<file path="src/hw/rtl/pat_pkg.sv">
// ----------------------------------------------------------------------------
// pat_pkg
// Shared types and constants of the page access hot tracker.
// ----------------------------------------------------------------------------
package pat_pkg;

	localparam int PAGES          = 256;
	localparam int NODES          = 8;
	localparam int TOP_PAGE_SLOTS = 4;
	localparam int CNT_W          = 16;

	localparam int PAGE_W  = $clog2(PAGES);
	localparam int NODE_W  = $clog2(NODES);
	localparam int SLOT_W  = $clog2(TOP_PAGE_SLOTS);
	localparam int SUM_W   = CNT_W + 1;
	localparam int BLEN_W  = $clog2(SUM_W + 1);
	localparam int SLACK_W = 5;
	localparam int DATA_W  = 16;

	localparam logic [DATA_W-1:0] EMPTY_READ = '1;

	// Commands
	localparam logic [2:0] CMD_ACCESS  = 3'd0;
	localparam logic [2:0] CMD_SET_MIG = 3'd1;
	localparam logic [2:0] CMD_CLR_MIG = 3'd2;
	localparam logic [2:0] CMD_CLEAR   = 3'd3;
	localparam logic [2:0] CMD_READ    = 3'd4;

	// Read selectors
	localparam logic [2:0] SEL_NODE_CNT  = 3'd0;
	localparam logic [2:0] SEL_PAGE_TOT  = 3'd1;
	localparam logic [2:0] SEL_TOP_NODE  = 3'd2;
	localparam logic [2:0] SEL_MAX_NODE  = 3'd3;
	localparam logic [2:0] SEL_TOP_PAGE  = 3'd4;
	localparam logic [2:0] SEL_MAX_PAGE  = 3'd5;

	// Configuration register indexes
	localparam logic [1:0] REG_SLACK     = 2'd0;
	localparam logic [1:0] REG_LEVEL     = 2'd1;
	localparam logic [1:0] REG_ON_TOTAL  = 2'd2;

	typedef enum logic [1:0] {
		MAG_LESS,
		MAG_SAME,
		MAG_GREATER
	} mag_t;

	// One page row of the row memory
	typedef struct packed {
		logic                              migrable;
		logic [NODE_W-1:0]                 max_node;
		logic [NODES-1:0]                  top_valid;
		logic [NODES-1:0][NODE_W-1:0]      top_node;
		logic [CNT_W-1:0]                  total;
		logic [NODES-1:0][CNT_W-1:0]       counts;
	} row_t;

endpackage

</file>
<file path="src/hw/rtl/pat_mag_unit.sv">
// ----------------------------------------------------------------------------
// pat_mag_unit
// Order-of-magnitude compare of an old and a new count by bit length.
// ----------------------------------------------------------------------------
module pat_mag_unit (
	input  logic [pat_pkg::SUM_W-1:0]   old_val,
	input  logic [pat_pkg::SUM_W-1:0]   new_val,
	input  logic [pat_pkg::SLACK_W-1:0] slack,
	output pat_pkg::mag_t               order
);
	import pat_pkg::*;

	logic [BLEN_W-1:0] old_len;
	logic [BLEN_W-1:0] new_len;
	logic [BLEN_W-1:0] diff;

	// Bit length: position of the highest set bit plus one
	always_comb begin
		old_len = '0;
		new_len = '0;
		for (int i = 0; i < SUM_W; i++) begin
			if (old_val[i]) old_len = BLEN_W'(i + 1);
			if (new_val[i]) new_len = BLEN_W'(i + 1);
		end
	end

	// Classify the growth against the slack
	always_comb begin
		if (new_val > old_val) begin
			diff  = new_len - old_len;
			order = (SLACK_W'(diff) > slack) ? MAG_GREATER : MAG_SAME;
		end else begin
			diff  = old_len - new_len;
			order = (SLACK_W'(diff) > slack) ? MAG_LESS : MAG_SAME;
		end
	end

endmodule

</file>
<file path="config.mk">
export PLATFORM = sky130hd
export DESIGN_NAME = pat_mag_unit
export DESIGN_NICKNAME = d
export VERILOG_FILES = /design/src/hw/rtl/pat_pkg.sv /design/src/hw/rtl/pat_mag_unit.sv
export SDC_FILE = /design/constraint.sdc
export NUM_CORES = 1
export LEC_CHECK = 0
export ABC_AREA = 1
export BUFFER_PORTS_ARGS = -buffer_cell sky130_fd_sc_hd__buf_4
export CAP_MARGIN = 10
export CORE_MARGIN = 3
export CORE_UTILIZATION = 55
export DETAILED_ROUTE_END_ITERATION = 8
export PLACE_DENSITY = 0.81
export SLEW_MARGIN = 20
export SYNTH_ARGS = -nofsm -noshare
export SYNTH_HDL_FRONTEND = slang
export SYNTH_SLANG_ARGS = --single-unit
</file>
<file path="constraint.sdc">
create_clock -name vclk -period 4.3
set_input_delay 0.86 -clock vclk [all_inputs]
set_output_delay 0.86 -clock vclk [all_outputs]
set_load 0.03 [all_outputs]
</file>
==> results of run 1 <==
-- cells by family after synthesis --
| family | share of synthesized area |
|---|---|
| AOI/OAI and AO/OA | 0.1474 |
| xor gates and xnor gates | 0.04721 |
| and+or+nand+nor | 0.2938 |
| buffers and inverters | 0.1532 |
| adders and majority gates | 0.3584 |
-- repair_timing --
| action | 4_1_cts |
|---|---|
| resized for setup | 22 |
| setup endpoints to repair | 2 |
| pin swaps | 12 |
| gates cloned | 0 |
-- cell usage after synthesis (all sizes together) --
master   number  area [µm²]
nand4         3       18.77
inv          52       195.2
nor4          7       43.79
nand3b        1       7.510
nor3b         1       7.510
nand3        13       65.06
fa            2       40.04
o2bb2ai       1       8.760
a21oi        18       93.84
xnor2         3       26.28
clkbuf        1       3.750
nor2          9       33.78
nand2        52       200.2
xor2          4       35.03
a211oi        1       7.510
o21bai        1       7.510
ha           34       425.4
o21ai        10       50.05
o211ai        2       15.01
a32oi         1       8.760
nor3          1       5.000
-- per-stage QoR --
step                      instances  area (µm²)
after global placement          312        1866
after detailed placement        312        1866
after CTS                       312        1963
after floorplan                 217        1318
==> qor.json, run 1 <==
{
  "outcome": {
    "outcome": "did not finish",
    "lastStage": "global routing (5_1_grt)",
    "toolErrorMsg": "[ERROR DPL-0033] detailed placement checks failed during check placement."
  },
  "cts": {
    "post_cts_buffers": 0,
    "cts_hold_repair.buffers": 0
  },
  "logic_synthesis": {
    "syn_inst": 217,
    "yosysSeqAreaShare": 0,
    "net_count_after_synthesis": 292,
    "syn_area_per_cell_um2": 5.985,
    "synth.lib_cells_used.distinct": 25,
    "yosys_warnings": 0,
    "netlist_area_um2": 1299
  },
  "timing": {
    "timing.worst_endpoint.kind": "top-level output",
    "grt-worst-endpoint": "order[0]"
  },
  "global_routing": {
    "pin_count_of_the_biggest_net_entering_global_routing": 6,
    "antenna_found_initial": 0
  },
  "floorplan": {
    "ports": 41,
    "num_rows": 16,
    "floorplan.initialDensity": 0.6179,
    "die_y_extent_um": 54.60,
    "die_w_um": 54.60
  },
  "placement": {
    "dpl.hpwl_mm": 3.357,
    "dp_slack_ps": -456.8,
    "place.gp.congestion": 0.8364,
    "buffer_ports.inserted": 41
  }
}
==> run 2, diff against run 1 <==
--- a/config.mk
+++ b/config.mk
@@ -8,10 +8,10 @@
 export ABC_AREA = 1
 export BUFFER_PORTS_ARGS = -buffer_cell sky130_fd_sc_hd__buf_4
 export CAP_MARGIN = 10
-export CORE_MARGIN = 3
-export CORE_UTILIZATION = 55
+export CORE_AREA = 3 3 64 66
 export DETAILED_ROUTE_END_ITERATION = 8
-export PLACE_DENSITY = 0.81
+export DIE_AREA = 0 0 67 69
+export PLACE_DENSITY_LB_ADDON = 0.15
 export SLEW_MARGIN = 20
 export SYNTH_ARGS = -nofsm -noshare
 export SYNTH_HDL_FRONTEND = slang
==> run 2 against run 1 <==
  * The flow now finishes, with violations (setup timing)
  * Area after synthesis did not move
  * Synthesized cell count unchanged
==> qor.json, run 2 <==
{
  "routing": {
    "detailroute.via_count": 1604,
    "drt-initial-drc-count": 21,
    "post_drt_via_cell_ratio": 4.518,
    "drt_first_pass_iters": 5,
    "drc": 0,
    "post_detailed_routing_wire_length_mm": 3.587,
    "route.detailed.wl_per_inst_um": 10.10,
    "ant_nets": 0
  },
  "floorplan": {
    "die_w": {"value": 67, "unit": "µm", "change": "was 54.60 µm"},
    "num_rows": {"value": 22, "change": "was 16"},
    "fp.dieArea_um2": 4623,
    "floorplan.initialDensity": {"value": 0.3574, "change": "was 0.6179"},
    "die_y_extent": {"value": 69, "unit": "µm", "change": "was 54.60 µm"},
    "core-area_um2": 3633,
    "ports": {"value": 41, "change": "unchanged"}
  },
  "logic_synthesis": {
    "yosys.area.top_type": {"value": "sky130_fd_sc_hd__ha_1", "change": "unchanged"},
    "synthTopCellsByArea": {"value": "sky130_fd_sc_hd__ha_1 33%, sky130_fd_sc_hd__nand2_1 14%, sky130_fd_sc_hd__inv_1 12%", "change": "unchanged"},
    "syn_inst": {"value": 217, "change": "unchanged"},
    "yosys_warnings": {"value": 0, "change": "unchanged"},
    "synth.lib_cells_used.distinct": {"value": 25, "change": "unchanged"},
    "yosysSeqAreaShare": {"value": 0, "change": "unchanged"},
    "synthMostInstantiatedCell": {"value": "sky130_fd_sc_hd__nand2_1", "change": "unchanged"},
    "syn_area_per_cell": {"value": 5.985, "unit": "µm²", "change": "unchanged"},
    "ys_top_cells_by_count": {"value": "50 x sky130_fd_sc_hd__nand2_1, 40 x sky130_fd_sc_hd__inv_1, 34 x sky130_fd_sc_hd__ha_1", "change": "unchanged"},
    "net_count_after_synthesis": {"value": 292, "change": "unchanged"},
    "netlist_area": {"value": 1299, "unit": "µm²", "change": "unchanged"},
    "synth_top_area_frac": {"value": 0.3276, "change": "unchanged"}
  },
  "timing": {
    "finalHoldWorstSlack_ps": 2372,
    "timing.fmax_mhz": 224.9,
    "grt_setup_unrepaired": "true",
    "finalSetupViolCount": 2,
    "finalHoldViolCount": 0,
    "setup-tns-final_ps": -207.8,
    "slew_viol_final": 0,
    "maxSlewHeadroom": 0.7117,
    "setup_slack_ps": -145.8,
    "layout_worst_path_cycle_share": 1.034,
    "tightestPinTransition_ps": 428.5,
    "tmin_final_ps": 4446
  },
  "global_routing": {
    "first_global_vias": 1528,
    "grt_util_all_layers": 0.1604,
    "grt_overflow_total": 0,
    "pin_count_of_the_biggest_net_entering_global_routing": 6,
    "grt_first_pass_wirelength_mm": 6.203,
    "antenna_found_initial": 0
  },
  "layout": {
    "layout_commonest_cell": "sky130_fd_sc_hd__buf_4",
    "synthToLayoutAreaGrowth_pct": 66.67,
    "mostFrequentLayoutCells": "85 x sky130_fd_sc_hd__buf_4, 47 x sky130_fd_sc_hd__nand2_1, 38 x sky130_fd_sc_hd__inv_1",
    "final.clkbuf_count": 0,
    "area.sequential_um2": 0,
    "final_layout_size_suffix_gt1_frac": 0.4137,
    "antenna_cells_inserted": 0,
    "layout.sequential_cells": 0,
    "finalInstanceArea_um2": 2165,
    "layout.filler_cells": 374,
    "num-nets-final": 384
  },
  "placement": {
    "dpl-instance-area": {"value": 1914, "unit": "µm²", "change": "was 1866 µm²"},
    "place.gp.congestion": {"value": 0.7940, "change": "was 0.8364"},
    "dpl.hpwl": {"value": 3.044, "unit": "mm", "change": "was 3.357 mm"},
    "buffer_ports.inserted": {"value": 41, "change": "unchanged"}
  },
  "setup_path": {
    "critPathRequiredTime_ps": 3440,
    "critical_path.endpoint_type": "output port",
    "critical_path_peak_fanout": 2,
    "setup.worst_path.start_class": "input port",
    "timing.setup.critical_path_class": "in2out",
    "cp.arrival_ps": 3590
  },
  "power": {
    "p_seq_frac": 0,
    "power_frac_comb": 1.000,
    "switchingPower_mw": 0.1468,
    "p_leak_nw": 1.252,
    "power_per_cell_area_nw_per_um2": 138.9,
    "internal_power_mw": 0.1539,
    "power.switching_fraction": 0.4881,
    "power.share.clock": 0,
    "vdd_drop_max_mv": 0.05278
  },
  "outcome": {
    "failed_checks": "setup timing",
    "outcome": {"value": "finished, violations left", "change": "was did not finish"}
  },
  "run": {
    "maxCapViolCount": 0
  },
  "cts": {
    "cts_hold_repair.buffers": {"value": 0, "change": "unchanged"}
  },
  "hold_path": {
    "holdCritPathClass": "in2out"
  }
}
## run 2: cell counts after synthesis
Identical to the previous run, type by type.
## run 2: final cells by class
cell class	count	area [µm²]	area share
Multi-Input combinational cell	164	1191	0.5503
Timing Repair Buffer	91	713.2	0.3295
Inverter	52	200.2	0.09249
Tap cell	48	60.06	0.02775
## run 2: path summary, 6_finish.rpt
| kind | start | slack [ps] | end | cells past startpoint |
|---|---|---|---|---|
| hold / removal | slack[0] | 2370 | order[0] | 5 |
| setup / recovery | new_val[0] | -150 | order[0] | 27 |
## run 2: metrics by stage
| stage | worst slack [ps] | instances | utilization | total power, mW |
|---|---|---|---|---|
| after CTS | -167.2 | 355 | 0.5868 | 0.2901 |
| final | -145.8 | 355 | 0.5957 | 0.3007 |
| after global routing | -408.9 | 355 | 0.5957 | 0.3381 |
| after global placement | -388.1 | 336 | 0.5269 | 0.2517 |
| after floorplan | 35.15 | 217 | - | 0.1539 |
| after detailed placement | -387.0 | 336 | 0.5269 | 0.2535 |
## run 2: cell families (layout without fill, tap and decap cells)
family,Yosys count,count (layout),synth area share
and+or+nand+nor,87,87,0.2938
buffers and inverters,53,143,0.1532
adders and majority gates,36,36,0.3584
AOI/OAI and AO/OA,34,34,0.1474
xor gates and xnor gates,7,7,0.04721
## run 2: power by group through the flow
| stage | logic, mW | registers, mW | clock network [mW] |
|---|---|---|---|
| after global placement | 0.252 | 0 | 0 |
| final | 0.301 | 0 | 0 |
| after detailed placement | 0.254 | 0 | 0 |
| after CTS | 0.290 | 0 | 0 |
| after floorplan | 0.154 | 0 | 0 |
| after global routing | 0.338 | 0 | 0 |
## run 2: what timing repair did
item	CTS	global route
resized for setup	18	12
setup endpoints to repair	2	2
buffers inserted	19	0
gates cloned	0	0
pin swaps	8	2
## run 2: worst max-delay path, stage by stage
cell,delay [ps]
sky130_fd_sc_hd__buf_4,110
sky130_fd_sc_hd__nand2_1,50
sky130_fd_sc_hd__nand2_1,40
sky130_fd_sc_hd__nand2_1,50
sky130_fd_sc_hd__nand2_1,50
sky130_fd_sc_hd__nand2_1,50
sky130_fd_sc_hd__nand2_1,50
sky130_fd_sc_hd__nand2_1,50
sky130_fd_sc_hd__nand2_1,40
sky130_fd_sc_hd__nand2_1,50
sky130_fd_sc_hd__nand2_1,50
sky130_fd_sc_hd__nand2_1,50
sky130_fd_sc_hd__nand2_1,40
sky130_fd_sc_hd__nand2_1,60
sky130_fd_sc_hd__nand2_2,60
sky130_fd_sc_hd__nand2_1,60
sky130_fd_sc_hd__nand2_1,50
sky130_fd_sc_hd__ha_2,190
sky130_fd_sc_hd__fa_2,520
sky130_fd_sc_hd__inv_1,40
sky130_fd_sc_hd__ha_1,300
sky130_fd_sc_hd__a21oi_2,140
sky130_fd_sc_hd__nor2_1,50
sky130_fd_sc_hd__o21bai_1,170
sky130_fd_sc_hd__a32oi_2,90
sky130_fd_sc_hd__a21oi_4,160
sky130_fd_sc_hd__buf_6,140
## run 2: layer usage
layer	track usage	vias up	share of wire
met1	0.2216	689	0.47
li1	-	888	-
met4	0	0	0
met3	0.001629	0	0.029
met5	0	-	0
met2	0.2904	27	0.50
No activity file was read; power rests on OpenSTA's default activity.
==> run 3, diff against run 2 <==
==> constraint.sdc (replaced) <==
create_clock -name vclk -period 4.5
set_input_delay 0.9 -clock vclk [all_inputs]
set_output_delay 0.9 -clock vclk [all_outputs]
set_load 0.005 [all_outputs]
==> run 3 against run 2 <==
  * Largest cell class unchanged
  * Sequential share of layout area stayed put
  * Non-clock buffer count is 31 lower
  * Count of clock-buffer cells in the layout stayed put
  * Setup slack better by 150 ps
  * The run now ends clean
  * Highest routed layer unchanged
  * Combinational power is 25% lower
  * Critical path depth is 1 higher
  * Sequential cell count stayed put
  * Final area is 14% lower
  * Power is 25% lower
==> qor.json, run 3 (synthesized netlist as in run 2, its figures left out) <==
{
  "outcome": {
    "outcome": {"value": "finished, final reports clean", "change": "was finished, violations left"}
  },
  "setup_path": {
    "critPathRequiredTime": {"value": 3600, "unit": "ps", "change": "was 3440 ps"},
    "maximum_cell_stage_delay_along_the_critical_path": {"value": 520, "unit": "ps", "change": "about the same"},
    "critical_path.endpoint_type": {"value": "output port", "change": "unchanged"},
    "critical-path-top-delay-family": {"value": "adder cells", "change": "unchanged"},
    "critical_path_peak_fanout": {"value": 2, "change": "unchanged"},
    "setup.worst_path.start_class": {"value": "input port", "change": "unchanged"},
    "cp.arrival": {"value": 3600, "unit": "ps", "change": "was 3590 ps"},
    "worst_path_most_repeated_cell": {"value": "sky130_fd_sc_hd__nand2_1", "change": "unchanged"},
    "critPathBufInv": {"value": 4, "change": "was 3"},
    "cpMaxStageDelayCell": {"value": "sky130_fd_sc_hd__fa_2", "change": "unchanged"},
    "timing.setup.critical_path_class": {"value": "in2out", "change": "unchanged"}
  },
  "floorplan": {
    "floorplan.initialDensity": {"value": 0.3574, "change": "unchanged"},
    "fp.dieArea": {"value": 4623, "unit": "µm²", "change": "unchanged"},
    "num_rows": {"value": 22, "change": "unchanged"},
    "ports": {"value": 41, "change": "unchanged"},
    "die_y_extent": {"value": 69, "unit": "µm", "change": "unchanged"},
    "die_w": {"value": 67, "unit": "µm", "change": "unchanged"},
    "core-area": {"value": 3633, "unit": "µm²", "change": "unchanged"}
  },
  "power": {
    "power.switching_fraction": {"value": 0.4957, "change": "was 0.4881"},
    "p_seq_frac": {"value": 0, "change": "about the same"},
    "power_frac_comb": {"value": 1.000, "change": "about the same"},
    "power.share.clock": {"value": 0, "change": "about the same"},
    "power_per_cell_area": {"value": 122.5, "unit": "nW/µm²", "change": "was 138.9 nW/µm²"},
    "switchingPower": {"value": 0.1124, "unit": "mW", "change": "was 0.1468 mW"},
    "p_leak": {"value": 1.086, "unit": "nW", "change": "was 1.252 nW"},
    "report.power.total": {"value": 0.2268, "unit": "mW", "change": "was 0.3007 mW"},
    "vdd_drop_max": {"value": 0.03879, "unit": "mV", "change": "was 0.05278 mV"},
    "internal_power": {"value": 0.1144, "unit": "mW", "change": "was 0.1539 mW"}
  },
  "placement": {
    "dpl.hpwl": {"value": 2.950, "unit": "mm", "change": "was 3.044 mm"},
    "dp_slack": {"value": -203.7, "unit": "ps", "change": "was -387.0 ps"},
    "dp.cells": {"value": 322, "change": "was 336"},
    "buffer_ports.inserted": {"value": 41, "change": "unchanged"},
    "place.gp.congestion": {"value": 0.8073, "change": "was 0.7940"}
  },
  "hold_path": {
    "holdCritPathClass": {"value": "in2out", "change": "unchanged"}
  },
  "routing": {
    "post_detailed_routing_wire_length": {"value": 3.200, "unit": "mm", "change": "was 3.587 mm"},
    "drt-initial-drc-count": {"value": 37, "change": "was 21"},
    "route.detailed.wl_per_inst": {"value": 9.877, "unit": "µm", "change": "was 10.10 µm"},
    "detailroute.via_count": {"value": 1461, "change": "was 1604"},
    "ant_nets": {"value": 0, "change": "unchanged"},
    "post_drt_via_cell_ratio": {"value": 4.509, "change": "was 4.518"},
    "drc": {"value": 0, "change": "unchanged"},
    "drt_first_pass_iters": {"value": 4, "change": "was 5"}
  },
  "global_routing": {
    "pin_count_of_the_biggest_net_entering_global_routing": {"value": 6, "change": "unchanged"},
    "first_global_vias": {"value": 1345, "change": "was 1528"},
    "grt_overflow_total": {"value": 0, "change": "unchanged"},
    "grt_first_pass_wirelength": {"value": 5.540, "unit": "mm", "change": "was 6.203 mm"},
    "antenna_found_initial": {"value": 0, "change": "unchanged"},
    "grt_util_all_layers": {"value": 0.1422, "change": "was 0.1604"}
  },
  "layout": {
    "layout.sequential_cells": {"value": 0, "change": "unchanged"},
    "layout_commonest_cell": {"value": "sky130_fd_sc_hd__buf_4", "change": "unchanged"},
    "synthToLayoutAreaGrowth": {"value": 42.58, "unit": "%", "change": "was 66.67%"},
    "final.clkbuf_count": {"value": 0, "change": "unchanged"},
    "num-nets-final": {"value": 353, "change": "was 384"},
    "layout.cells.non_filler": {"value": 324, "change": "was 355"},
    "antenna_cells_inserted": {"value": 0, "change": "unchanged"},
    "area.sequential": {"value": 0, "unit": "µm²", "change": "unchanged"},
    "final_layout_size_suffix_gt1_frac": {"value": 0.3152, "change": "was 0.4137"},
    "mostFrequentLayoutCells": {"value": "59 x sky130_fd_sc_hd__buf_4, 48 x sky130_fd_sc_hd__nand2_1, 39 x sky130_fd_sc_hd__inv_1", "change": "was 85 x sky130_fd_sc_hd__buf_4, 47 x sky130_fd_sc_hd__nand2_1, 38 x sky130_fd_sc_hd__inv_1"},
    "layout.filler_cells": {"value": 396, "change": "was 374"},
    "multi_input_comb_area": {"value": 1142, "unit": "µm²", "change": "was 1191 µm²"}
  },
  "timing": {
    "finalSetupViolCount": {"value": 0, "change": "was 2"},
    "timing.fmax_mhz": 222.4,
    "tightestPinTransition": {"value": 417.7, "unit": "ps", "change": "was 428.5 ps"},
    "setup_slack": {"value": 2.893, "unit": "ps", "change": "was -145.8 ps"},
    "slew_viol_final": {"value": 0, "change": "unchanged"},
    "grt_setup_unrepaired": {"value": "true", "change": "unchanged"},
    "finalHoldWorstSlack": {"value": 2401, "unit": "ps", "change": "was 2372 ps"},
    "tmin_final_ps": 4497,
    "finalHoldViolCount": {"value": 0, "change": "unchanged"},
    "layout_worst_path_cycle_share": 0.9994,
    "maxSlewHeadroom": {"value": 0.7190, "change": "was 0.7117"}
  },
  "cts": {
    "cts_hold_repair.buffers": {"value": 0, "change": "unchanged"}
  },
  "run": {
    "maxCapViolCount": {"value": 0, "change": "unchanged"}
  }
}
run 3: cell types whose count changed in the layout (fill, tap and decap cells not counted), moves of 2 or more:
cell / delta
sky130_fd_sc_hd__buf_8: -2
sky130_fd_sc_hd__a21oi_2: -2
sky130_fd_sc_hd__a21oi_1: +3
sky130_fd_sc_hd__buf_4: -26
sky130_fd_sc_hd__buf_6: -3
sky130_fd_sc_hd__inv_4: -2
run 3: path summary, 6_finish.rpt:
check	start	end	slack, ps	cells past startpoint
worst max-delay path	new_val[1]	order[0]	3	28
worst min-delay path	slack[0]	order[0]	2400	5
run 3: metal layers:
layer,vias up,part of all wire,track usage
li1,828,-,-
met4,0,0,0
met5,-,0,0
met1,612,0.52,0.2176
met3,0,0.031,0.001629
met2,21,0.45,0.2336
run 3: repair_timing:
action                     4_1_cts  5_1_grt
setup endpoints to repair        2        2
buffers inserted                 1        1
resized for setup                7        8
cloned                           0        0
pin swaps                        5        3
run 3: final cells by class:
cell class | count | area share
Inverter | 52 | 0.1054
Multi-Input combinational cell | 164 | 0.6169
Tap cell | 48 | 0.03243
Timing Repair Buffer | 60 | 0.2453
run 3: power by group through the flow:
stage                     registers, mW  logic [mW]  clock network (mW)
after global routing                  0       0.264                   0
after global placement                0       0.208                   0
after detailed placement              0       0.209                   0
after CTS                             0       0.215                   0
after floorplan                       0       0.126                   0
final                                 0       0.227                   0
run 3: tightest hold or removal path, delay by kind of cell:
kind,cells,cell delay (ps)
adder cells (fa/ha/maj),1,160
AO/OA/AOI/OAI,2,240
buffers and inverters,2,200
run 3: metrics by stage:
stage | instance area (µm²) | setup TNS [ps] | util
after floorplan | 1299 | 0 | -
after global placement | 1790 | -288.9 | 0.4928
after detailed placement | 1790 | -297.5 | 0.4928
after CTS | 1822 | -21.14 | 0.5014
after global routing | 1852 | -539.7 | 0.5096
final | 1852 | 0 | 0.5096
